[config.mk]
export PLATFORM = sky130hd
export DESIGN_NAME = lmi_ctrl
export DESIGN_NICKNAME = d
export VERILOG_FILES = /design/src/rtl/lmi_pkg.sv /design/src/rtl/lmi_ctrl.sv
export VERILOG_INCLUDE_DIRS = /design/src /design/src/rtl
export SDC_FILE = /design/constraint.sdc
export NUM_CORES = 1
export LEC_CHECK = 0
export BUFFER_PORTS_ARGS = -buffer_cell sky130_fd_sc_hd__buf_2
export CAP_MARGIN = 20
export CELL_PAD_IN_SITES_DETAIL_PLACEMENT = 0
export CELL_PAD_IN_SITES_GLOBAL_PLACEMENT = 1
export CORE_ASPECT_RATIO = 0.6
export CORE_UTILIZATION = 42
export CTS_BUF_LIST = sky130_fd_sc_hd__clkbuf_8
export CTS_CLUSTER_SIZE = 40
export DETAILED_ROUTE_END_ITERATION = 7
export PLACE_DENSITY_LB_ADDON = 0.1
export SYNTH_ARGS = -nofsm -noshare
export SYNTH_HDL_FRONTEND = slang
export SYNTH_SLANG_ARGS = --single-unit
[constraint.sdc]
create_clock -name clk -period 2.1 [get_ports clk]
set_input_delay 0.42 -clock clk [delete_from_list [all_inputs] [get_ports clk]]
set_output_delay 0.42 -clock clk [all_outputs]
set_load 0.005 [all_outputs]
[src/rtl/lattice_multilinear_interpolator_top_assert.svh]
// Assertion macros shared by the lattice interpolator modules.
`ifndef LATTICE_MULTILINEAR_INTERPOLATOR_TOP_ASSERT_SVH
`define LATTICE_MULTILINEAR_INTERPOLATOR_TOP_ASSERT_SVH

`ifndef NO_ASSERTIONS

// Same-cycle implication, checked on clk and disabled while rst_n is low
`define LMI_ASSERT_IMP(label, ante, cons) \
    label: assert property (@(posedge clk) disable iff (!rst_n) (ante) |-> (cons)) \
        else $error("lmi: implication check failed");

// Next-cycle implication, checked on clk and disabled while rst_n is low
`define LMI_ASSERT_NEXT(label, ante, cons) \
    label: assert property (@(posedge clk) disable iff (!rst_n) (ante) |=> (cons)) \
        else $error("lmi: next-cycle check failed");

`else

`define LMI_ASSERT_IMP(label, ante, cons)
`define LMI_ASSERT_NEXT(label, ante, cons)

`endif

`endif

[src/rtl/lmi_pkg.sv]
// Types and constants shared by the lattice interpolator modules.
`timescale 1ns / 1ps

package lmi_pkg;

    // Port widths
    localparam int CFG_INDEX_W = 2;
    localparam int CFG_DATA_W  = 8;
    localparam int NUM_COORDS  = 4;

    // Internal widths sized for the full dimension range (up to four axes)
    localparam int AXIS_W   = 2;
    localparam int CORNER_W = 4;
    localparam int SIZE_W   = 25;   // (63 + 1)^4 fits
    localparam int PROD_W   = 49;   // 32-bit value times weight up to 2^16
    localparam int ACC_W    = 53;   // sixteen products

    // Configuration register reset values
    localparam logic [2:0] DIMS_RESET = 3'd2;
    localparam logic [5:0] DIVS_RESET = 6'd4;

    // Configuration register indexes
    typedef enum logic [CFG_INDEX_W-1:0] {
        CFG_DIMS_IN_USE = 2'd0,
        CFG_DIVISIONS   = 2'd1
    } cfg_reg_t;

    // Request operation codes
    localparam logic OP_WRITE = 1'b0;
    localparam logic OP_QUERY = 1'b1;

    // Request payload
    typedef struct packed {
        logic               operation;
        logic [11:0]        entry_index;
        logic signed [31:0] entry_value;
        logic [16:0]        coord_0;
        logic [16:0]        coord_1;
        logic [16:0]        coord_2;
        logic [16:0]        coord_3;
    } req_t;

    // Result payload
    typedef struct packed {
        logic signed [31:0] result_value;
        logic               range_error;
    } res_t;

    // Datapath operations issued by the controller
    typedef enum logic [3:0] {
        DP_NOP,
        DP_LATCH,
        DP_WRITE,
        DP_AXES,
        DP_SIZE,
        DP_OVER,
        DP_READ,
        DP_WEIGHT,
        DP_MULT,
        DP_ACC,
        DP_ROUND,
        DP_OUT
    } dp_op_t;

    typedef struct packed {
        dp_op_t                op;
        logic [AXIS_W-1:0]     axis;
        logic [CORNER_W-1:0]   corner;
    } dp_cmd_t;

    typedef struct packed {
        logic       is_write;
        logic       size_over;
        logic       out_free;
        logic [2:0] n_eff;
    } dp_status_t;

endpackage

[src/rtl/lmi_ctrl.sv]
// Lattice interpolator controller: sequences setup, corner loop and result hand-off.
`timescale 1ns / 1ps
`include "lattice_multilinear_interpolator_top_assert.svh"

module lmi_ctrl
    import lmi_pkg::*;
(
    input  logic       clk,
    input  logic       rst_n,
    input  logic       req_valid,
    output logic       req_stall,
    input  dp_status_t status,
    output dp_cmd_t    cmd
);

    typedef enum logic [3:0] {
        S_IDLE,
        S_DECODE,
        S_SIZE,
        S_CHECK,
        S_READ,
        S_WEIGHT,
        S_MULT,
        S_ACC,
        S_ROUND,
        S_DONE
    } state_t;

    state_t              state_reg;
    state_t              state_next;
    logic [AXIS_W-1:0]   axis_reg;
    logic [AXIS_W-1:0]   axis_next;
    logic [CORNER_W-1:0] corner_reg;
    logic [CORNER_W-1:0] corner_next;
    logic [AXIS_W-1:0]   last_axis;
    logic [CORNER_W-1:0] last_corner;

    assign last_axis   = AXIS_W'(status.n_eff - 3'd1);
    assign last_corner = CORNER_W'((5'd1 << status.n_eff) - 5'd1);

    // Next state and datapath command
    always_comb
    begin
        state_next  = state_reg;
        axis_next   = axis_reg;
        corner_next = corner_reg;
        cmd.op      = DP_NOP;
        cmd.axis    = axis_reg;
        cmd.corner  = corner_reg;
        unique case (state_reg)
            S_IDLE:
            begin
                if (req_valid)
                begin
                    cmd.op     = DP_LATCH;
                    state_next = S_DECODE;
                end
            end
            S_DECODE:
            begin
                if (status.is_write)
                begin
                    cmd.op     = DP_WRITE;
                    state_next = S_DONE;
                end
                else
                begin
                    cmd.op     = DP_AXES;
                    axis_next  = last_axis;
                    state_next = S_SIZE;
                end
            end
            S_SIZE:
            begin
                cmd.op = DP_SIZE;
                if (axis_reg == '0)
                    state_next = S_CHECK;
                else
                    axis_next = axis_reg - AXIS_W'(1);
            end
            S_CHECK:
            begin
                if (status.size_over)
                begin
                    cmd.op     = DP_OVER;
                    state_next = S_DONE;
                end
                else
                begin
                    corner_next = '0;
                    state_next  = S_READ;
                end
            end
            S_READ:
            begin
                cmd.op = DP_READ;
                if (last_axis == '0)
                begin
                    state_next = S_MULT;
                end
                else
                begin
                    axis_next  = AXIS_W'(1);
                    state_next = S_WEIGHT;
                end
            end
            S_WEIGHT:
            begin
                cmd.op = DP_WEIGHT;
                if (axis_reg == last_axis)
                    state_next = S_MULT;
                else
                    axis_next = axis_reg + AXIS_W'(1);
            end
            S_MULT:
            begin
                cmd.op     = DP_MULT;
                state_next = S_ACC;
            end
            S_ACC:
            begin
                cmd.op = DP_ACC;
                if (corner_reg == last_corner)
                begin
                    state_next = S_ROUND;
                end
                else
                begin
                    corner_next = corner_reg + CORNER_W'(1);
                    state_next  = S_READ;
                end
            end
            S_ROUND:
            begin
                cmd.op     = DP_ROUND;
                state_next = S_DONE;
            end
            S_DONE:
            begin
                if (status.out_free)
                begin
                    cmd.op     = DP_OUT;
                    state_next = S_IDLE;
                end
            end
            default:
            begin
                state_next = S_IDLE;
            end
        endcase
    end

    // State and counters
    always_ff @(posedge clk or negedge rst_n)
    begin
        if (!rst_n)
        begin
            state_reg  <= S_IDLE;
            axis_reg   <= '0;
            corner_reg <= '0;
        end
        else
        begin
            state_reg  <= state_next;
            axis_reg   <= axis_next;
            corner_reg <= corner_next;
        end
    end

    assign req_stall = (state_reg != S_IDLE);

    `LMI_ASSERT_NEXT(a_accept_to_decode, req_valid && !req_stall, state_reg == S_DECODE)
    `LMI_ASSERT_IMP(a_weight_axis_nonzero, state_reg == S_WEIGHT, axis_reg != '0)
    `LMI_ASSERT_IMP(a_weight_axis_range, state_reg == S_WEIGHT, 3'(axis_reg) < status.n_eff)
    `LMI_ASSERT_IMP(a_corner_range, state_reg == S_READ, corner_reg <= last_corner)

endmodule

==> impl_metrics.yaml, run 1 <==
timing:
  hold_ws_ns: 0.0359
  min_period_over_period_pct: 98.8
  relSlewSlack_pct: 69.9
  slew_violations: 0
  hold_viol_final: 0
  period_minus_slack_ns: 2.08
  rsz0062_at_grt: "yes"
  tightest_slew_ns: 0.440
  setup_viol: 0
  fmax_mhz: 482
  finalClockSkew_ns: 0.00608
floorplanning:
  initial_utilization_pct: 47.2
  die_h_microns: 41.3
  num_rows: 13
  io_pins: 20
  core_area_sq_um: 2290
  die_area_sq_um: 2790
  chipWidth_microns: 67.6
drt:
  dr.pass1.iters: 4
  first_iter_violations: 119
  drt-total-wl_microns: 3080
  ant_nets: 0
  vias_per_cell: 5.87
  remaining_drc_errors: 0
  drt-wirelength-per-cell_microns: 15.6
  vias: 1157
clock_tree:
  htreeDepth: 1
  hold_buffers: 0
  cts.clk_slew.worst_paths_ns: 0.05
  cts-root-buf: "clkbuf_8"
  numCtsBuffers: 3
  postCtsSetupBuffers: 0
  cts_sinks: 10
  clk-insertion-delay-late_ns: 0.24
  cts_tree: "yes"
  cts_max_path_buffers: 2
layout:
  fin_nets: 184
  fin_cells: 197
  drive_above_1_share_pct: 36.5
  fillers: 188
  syn2layout_area_growth_pct: 34.5
  antennaDiodeCount: 0
  final_cell_area_sq_um: 1460
flow_run:
  cap_viol_max_count: 0
logic_synthesis:
  yosys.area.top_type: "dfrtp_1"
  yosysMostFrequentCell: "nor2_1"
  syn_nets: 152
  synth_edf_count: 0
  yosys_register_bits: 10
  synth.distinct_cells: 47
  async_flop_share_pct: 100
  synth_top_cell_area_share_pct: 23.1
  syn_avg_cell_area_sq_um: 7.97
  synthTopCellsByArea: "dfrtp_1 (23%), ha_1 (8.1%), xnor2_1 (5.7%)"
  synth.yosys.warnings: 0
  seq_area_frac_synth_pct: 23.1
  syn_inst: 136
  netlist_area_sq_um: 1080
  synthTopCellsByCount: "nor2_1 (12), dfrtp_1 (10), inv_1 (10)"
  synth_ff_type: "dfrtp_1"
global_route:
  grt_pass1_wl_microns: 4530
  grt_pass1_vias: 926
  overflow: 0
  antenna_found_initial: 0
  grt_max_degree: 16
  grt_usage_pct: 23.1
critical_path:
  cp.required_ns: 2.22
  critPathKind: "input port to flip-flop"
  r2r_cells: 5
  r2r-start: "state_reg[3]$_DFFE_PN0P_"
  end_kind: "flip-flop"
  crit_path_end: "corner_reg[0]$_DFFE_PN0P_"
  r2r_slack_ns: 0.28
  worst_ep_arrival_time_ns: 2.19
  critical_path.max_fanout: 4
  cp-start-kind: "input port"
  startpoint: "status[1]"
  regToRegEndpoint: "state_reg[1]$_DFFE_PN0P_"
placement:
  dp_hpwl_microns: 2320
  io_buffers: 19
  placed_cell_area_sq_um: 1330
  dpl.cell_count: 193
  place_congestion: 0.862
pwr:
  irDropWorstVdd_v: 0.000638
  cellPowerDensity_nw_per_um2: 1250
  finalPower_uw: 1820
  power.leakage_uw: 0.000627
min_path:
  hold_path_class: "input port to async pin"
outcome:
  outcome: "completed"
final cells by class:
class	instances	area, sq um	share of cell area (%)
Timing Repair Buffer	34	208	14.2
Sequential cell	10	251	17.3
Inverter	11	41.3	2.83
Tap cell	30	37.5	2.58
Clock buffer	4	55.1	3.78
Multi-Input combinational cell	108	865	59.3
where the power goes:
part | internal (uW) | switching [uW] | total, uW | leakage [uW]
logic | 524 | 589 | 1110 | 0.000472
registers | 281 | 176 | 457 | 0.000126
clock network | 165 | 81.8 | 247 | 0.0000288
total | 970 | 847 | 1820 | 0.000627
how the worst min path moves through the flow:
stage	slack [ns]	cells after the start	end
floorplan	0.12	0	axis_reg[0]$_DFFE_PN0P_
global placement	0.29	1	state_reg[0]$_DFFE_PN0P_
detailed placement	0.29	1	state_reg[0]$_DFFE_PN0P_
CTS	0.04	1	state_reg[2]$_DFFE_PN0P_
global route	0.04	1	state_reg[2]$_DFFE_PN0P_
finish	0.04	1	state_reg[2]$_DFFE_PN0P_
per-stage QoR:
stage | setup slack [ns] | TNS [ns] | utilization [%]
floorplan | 0.00378 | 0 | -
global placement | -0.196 | -1.02 | 58.2
detailed placement | -0.245 | -1.34 | 58.2
CTS | 0.0115 | 0 | 61.3
global route | -0.0141 | -0.0240 | 63.6
finish | 0.0245 | 0 | 63.6
placed cells by master (no fill, tap or decap), types with 2 or more instances in the layout:
cell,count
nor4_4,2
o211ai_1,3
xnor2_2,3
ha_2,3
dfrtp_1,9
mux2_2,3
nand2b_1,4
nor2b_1,3
xnor2_1,4
ha_1,2
ha_4,2
clkbuf_8,4
nor3_1,4
inv_2,2
a31oi_1,3
o21ai_0,6
nand3_1,2
buf_2,19
or3_1,2
nand2_1,7
inv_1,8
buf_4,15
a32oi_1,2
nand4_1,3
a2111oi_0,2
a21oi_1,7
a22oi_1,3
nor2_1,12
cell families (layout without fill, tap and decap cells):
group / Yosys count / in the layout / share of synthesized area, %
XOR/XNOR: 7 / 7 / 5.66
multiplexers: 4 / 4 / 4.04
AO/OA/AOI/OAI: 43 / 43 / 29.7
buffers and inverters: 18 / 49 / 6.47
flip-flops: 10 / 10 / 23.1
adder cells (fa/ha/maj): 7 / 7 / 8.08
AND/OR/NAND/NOR: 47 / 47 / 23.0
per-layer routing:
metal	vias to the layer above	part of all wire (%)	wire length [microns]	global-route usage, %
li1	566	-	-	-
met1	545	50	1550	34.9
met2	44	43	1330	33.2
met3	2	6.3	194	5.71
met4	0	0.13	4	3.19
met5	-	0	0	0
worst max-delay path: stages:
cell and delay, ns:
buf_2 0.11, buf_4 0.13, ha_2 0.20, o31a_1 0.26, or4_4 0.45, a2111oi_4 0.39, or3_1 0.17, o21ai_1 0.06
repair_timing:
item,in CTS,in global routing
resized for setup,2,14
setup endpoints to repair,2,10
pin swaps,1,6
No activity file was read; power rests on OpenSTA's default activity.
==> run 2: changes to the inputs <==
--- a/config.mk
+++ b/config.mk
@@ -6,12 +6,13 @@
 export SDC_FILE = /design/constraint.sdc
 export NUM_CORES = 1
 export LEC_CHECK = 0
+export ABC_AREA = 1
 export BUFFER_PORTS_ARGS = -buffer_cell sky130_fd_sc_hd__buf_2
 export CAP_MARGIN = 20
 export CELL_PAD_IN_SITES_DETAIL_PLACEMENT = 0
 export CELL_PAD_IN_SITES_GLOBAL_PLACEMENT = 1
 export CORE_ASPECT_RATIO = 0.6
-export CORE_UTILIZATION = 42
+export CORE_UTILIZATION = 40
 export CTS_BUF_LIST = sky130_fd_sc_hd__clkbuf_8
 export CTS_CLUSTER_SIZE = 40
 export DETAILED_ROUTE_END_ITERATION = 7
==> impl_metrics.yaml, run 2 <==
layout:
  syn2layout_area_growth_pct: 17.9
  final_common_cell: "nand2_1"
  drive_above_1_share_pct: 28.9
  regArea_sq_um: 251
  fillers: 272
  multi_input_area_sq_um: 768
  fin_nets: 204
  antennaDiodeCount: 0
  layout_common_cells: "nand2_1 (50), buf_2 (19), nand3_1 (17), inv_1 (16), nor2_1 (11)"
global_route:
  overflow: 0
  grt_usage_pct: 19.1
  grt_max_degree: 11
  grt_pass1_wl_microns: 4460
  antenna_found_initial: 0
  grt_pass1_vias: 952
critical_path:
  cp-start-kind: "flip-flop"
  r2r-start: "state_reg[2]$_DFFE_PN0P_"
  r2r_cells: 6
  critical_path.max_fanout: 6
  critPathKind: "flip-flop to output port"
  worst_ep_arrival_time_ns: 1.54
  cp.required_ns: 1.68
  r2r_slack_ns: 0.57
  regToRegEndpoint: "state_reg[2]$_DFFE_PN0P_"
  end_kind: "output port"
logic_synthesis:
  synth_top_family_by_area: "simple AND/OR/NAND/NOR gates"
  synth_ff_type: "dfrtp_1"
  muxShareOfSynthArea_pct: 0
  seq_area_frac_synth_pct: 22.8
  synthTopCellsByArea: "dfrtp_1 (23%), nand2_1 (17%), ha_1 (8.0%)"
  netlist_area_sq_um: 1100
  async_flop_share_pct: 100
  yosys.area.top_type: "dfrtp_1"
  synth_top_cell_area_share_pct: 22.8
  synth_compound_area_share_pct: 3.87
  syn_inst: 164
  synthTopCellsByCount: "nand2_1 (50), nand3_1 (17), inv_1 (16)"
  synth-adder-area-share_pct: 7.96
  yosys_register_bits: 10
  synth.distinct_cells: 22
  synth_edf_count: 0
  synth-simple-area-share_pct: 52.8
  synth.yosys.warnings: 0
  yosysMostFrequentCell: "nand2_1"
  synth_xor_area_share_pct: 4.78
  syn_avg_cell_area_sq_um: 6.71
  syn_nets: 180
placement:
  dp_hpwl_microns: 2210
  place_congestion: 0.783
  io_buffers: 19
clock_tree:
  cts-root-buf: "clkbuf_8"
  numCtsBuffers: 3
  cts.clk_slew.worst_paths_ns: 0.05
  cts_sinks: 10
  cts_tree: "yes"
  htreeDepth: 1
  clk-insertion-delay-late_ns: 0.24
  cts_max_path_buffers: 2
drt:
  drt-wirelength-per-cell_microns: 11.9
  dr.pass1.iters: 4
  vias: 1071
  remaining_drc_errors: 0
  vias_per_cell: 4.89
  first_iter_violations: 48
  drt-total-wl_microns: 2610
  ant_nets: 0
floorplanning:
  die_h_microns: 42.6
  io_pins: 20
  core_area_sq_um: 2560
  num_rows: 14
  chipWidth_microns: 69.7
  die_area_sq_um: 2970
  initial_utilization_pct: 43.0
flow_run:
  cap_viol_max_count: 0
pwr:
  irDropWorstVdd_v: 0.000544
  finalPower_uw: 1570
  cellPowerDensity_nw_per_um2: 1210
  power.leakage_uw: 0.000764
timing:
  tightest_slew_ns: 0.292
  hold_viol_final: 0
  finalClockSkew_ns: 0.00368
  rsz0062_at_grt: "no"
  period_minus_slack_ns: 1.96
  slew_violations: 0
  final.setup.tns_ns: 0
  min_period_over_period_pct: 93.3
  hold_ws_ns: 0.0346
  fmax_mhz: 510
  relSlewSlack_pct: 80.6
  setup_viol: 0
min_path:
  hold_path_class: "input port to async pin"
outcome:
  outcome: "completed"
[run 2: layer usage]
layer	track usage [%]	part of all wire [%]
met5	0	0
met4	2.40	0.15
met1	31.2	58
met3	3.61	4.0
met2	25.6	38
[run 2: cells by family (layout without fill, tap and decap cells)]
kind of cell / Yosys count / count (layout)
buffers and inverters: 23 / 46
xor gates and xnor gates: 6 / 6
adders and majority gates: 7 / 7
DFF: 10 / 10
and+or+nand+nor: 111 / 111
AOI/OAI and AO/OA: 7 / 7
[run 2: metrics by stage]
stage / utilization (%) / setup slack [ns] / instance area, sq um / instances
after CTS: 50.4 / 0.153 / 1290 / 219
after global placement: 48.3 / 0.0822 / 1230 / 215
after floorplan: - / 0.335 / 1100 / 164
final: 50.7 / 0.140 / 1300 / 219
after detailed placement: 48.3 / 0.0429 / 1230 / 215
after global routing: 50.7 / 0.0154 / 1300 / 219
[run 2: layout make-up]
class / instances / share of cell area [%]
multi-input cells: 131 / 59.3
flip-flops and latches: 10 / 19.4
repair buffers: 19 / 7.34
inverters: 23 / 6.66
clock buffers: 4 / 4.25
well taps: 32 / 3.09
[run 2: repair_timing]
item,4_1_cts,5_1_grt
hold buffers,0,0
setup buffers,0,0
setup endpoints to repair,0,1
resized for setup,0,2
[run 2: worst max-delay path by stage]
| stage | from | endpoint | slack, ns | depth (start not counted) |
|---|---|---|---|---|
| global placement | status[0] | state_reg[2]$_DFFE_PN0P_ | 0.08 | 11 |
| CTS | state_reg[2]$_DFFE_PN0P_ | cmd[6] | 0.15 | 5 |
| detailed placement | status[0] | state_reg[2]$_DFFE_PN0P_ | 0.04 | 11 |
| finish | state_reg[2]$_DFFE_PN0P_ | cmd[6] | 0.14 | 7 |
| floorplan | status[0] | state_reg[2]$_DFFE_PN0P_ | 0.34 | 10 |
| global route | state_reg[2]$_DFFE_PN0P_ | cmd[6] | 0.02 | 7 |
[run 2: power by group]
part / leakage (uW) / internal (uW) / switching [uW]
Combinational: 0.000605 / 359 / 599
Clock: 0.0000288 / 165 / 76.3
Sequential: 0.000129 / 257 / 116
Total: 0.000764 / 781 / 791
[run 2: worst max-delay path, cell delays in order (launching register included)]
cell and delay, ns:
dfrtp_1 0.47, nand2_4 0.20, nor2_4 0.07, inv_1 0.14
nand2_1 0.07, a21oi_1 0.12, nand4_1 0.09, buf_2 0.14
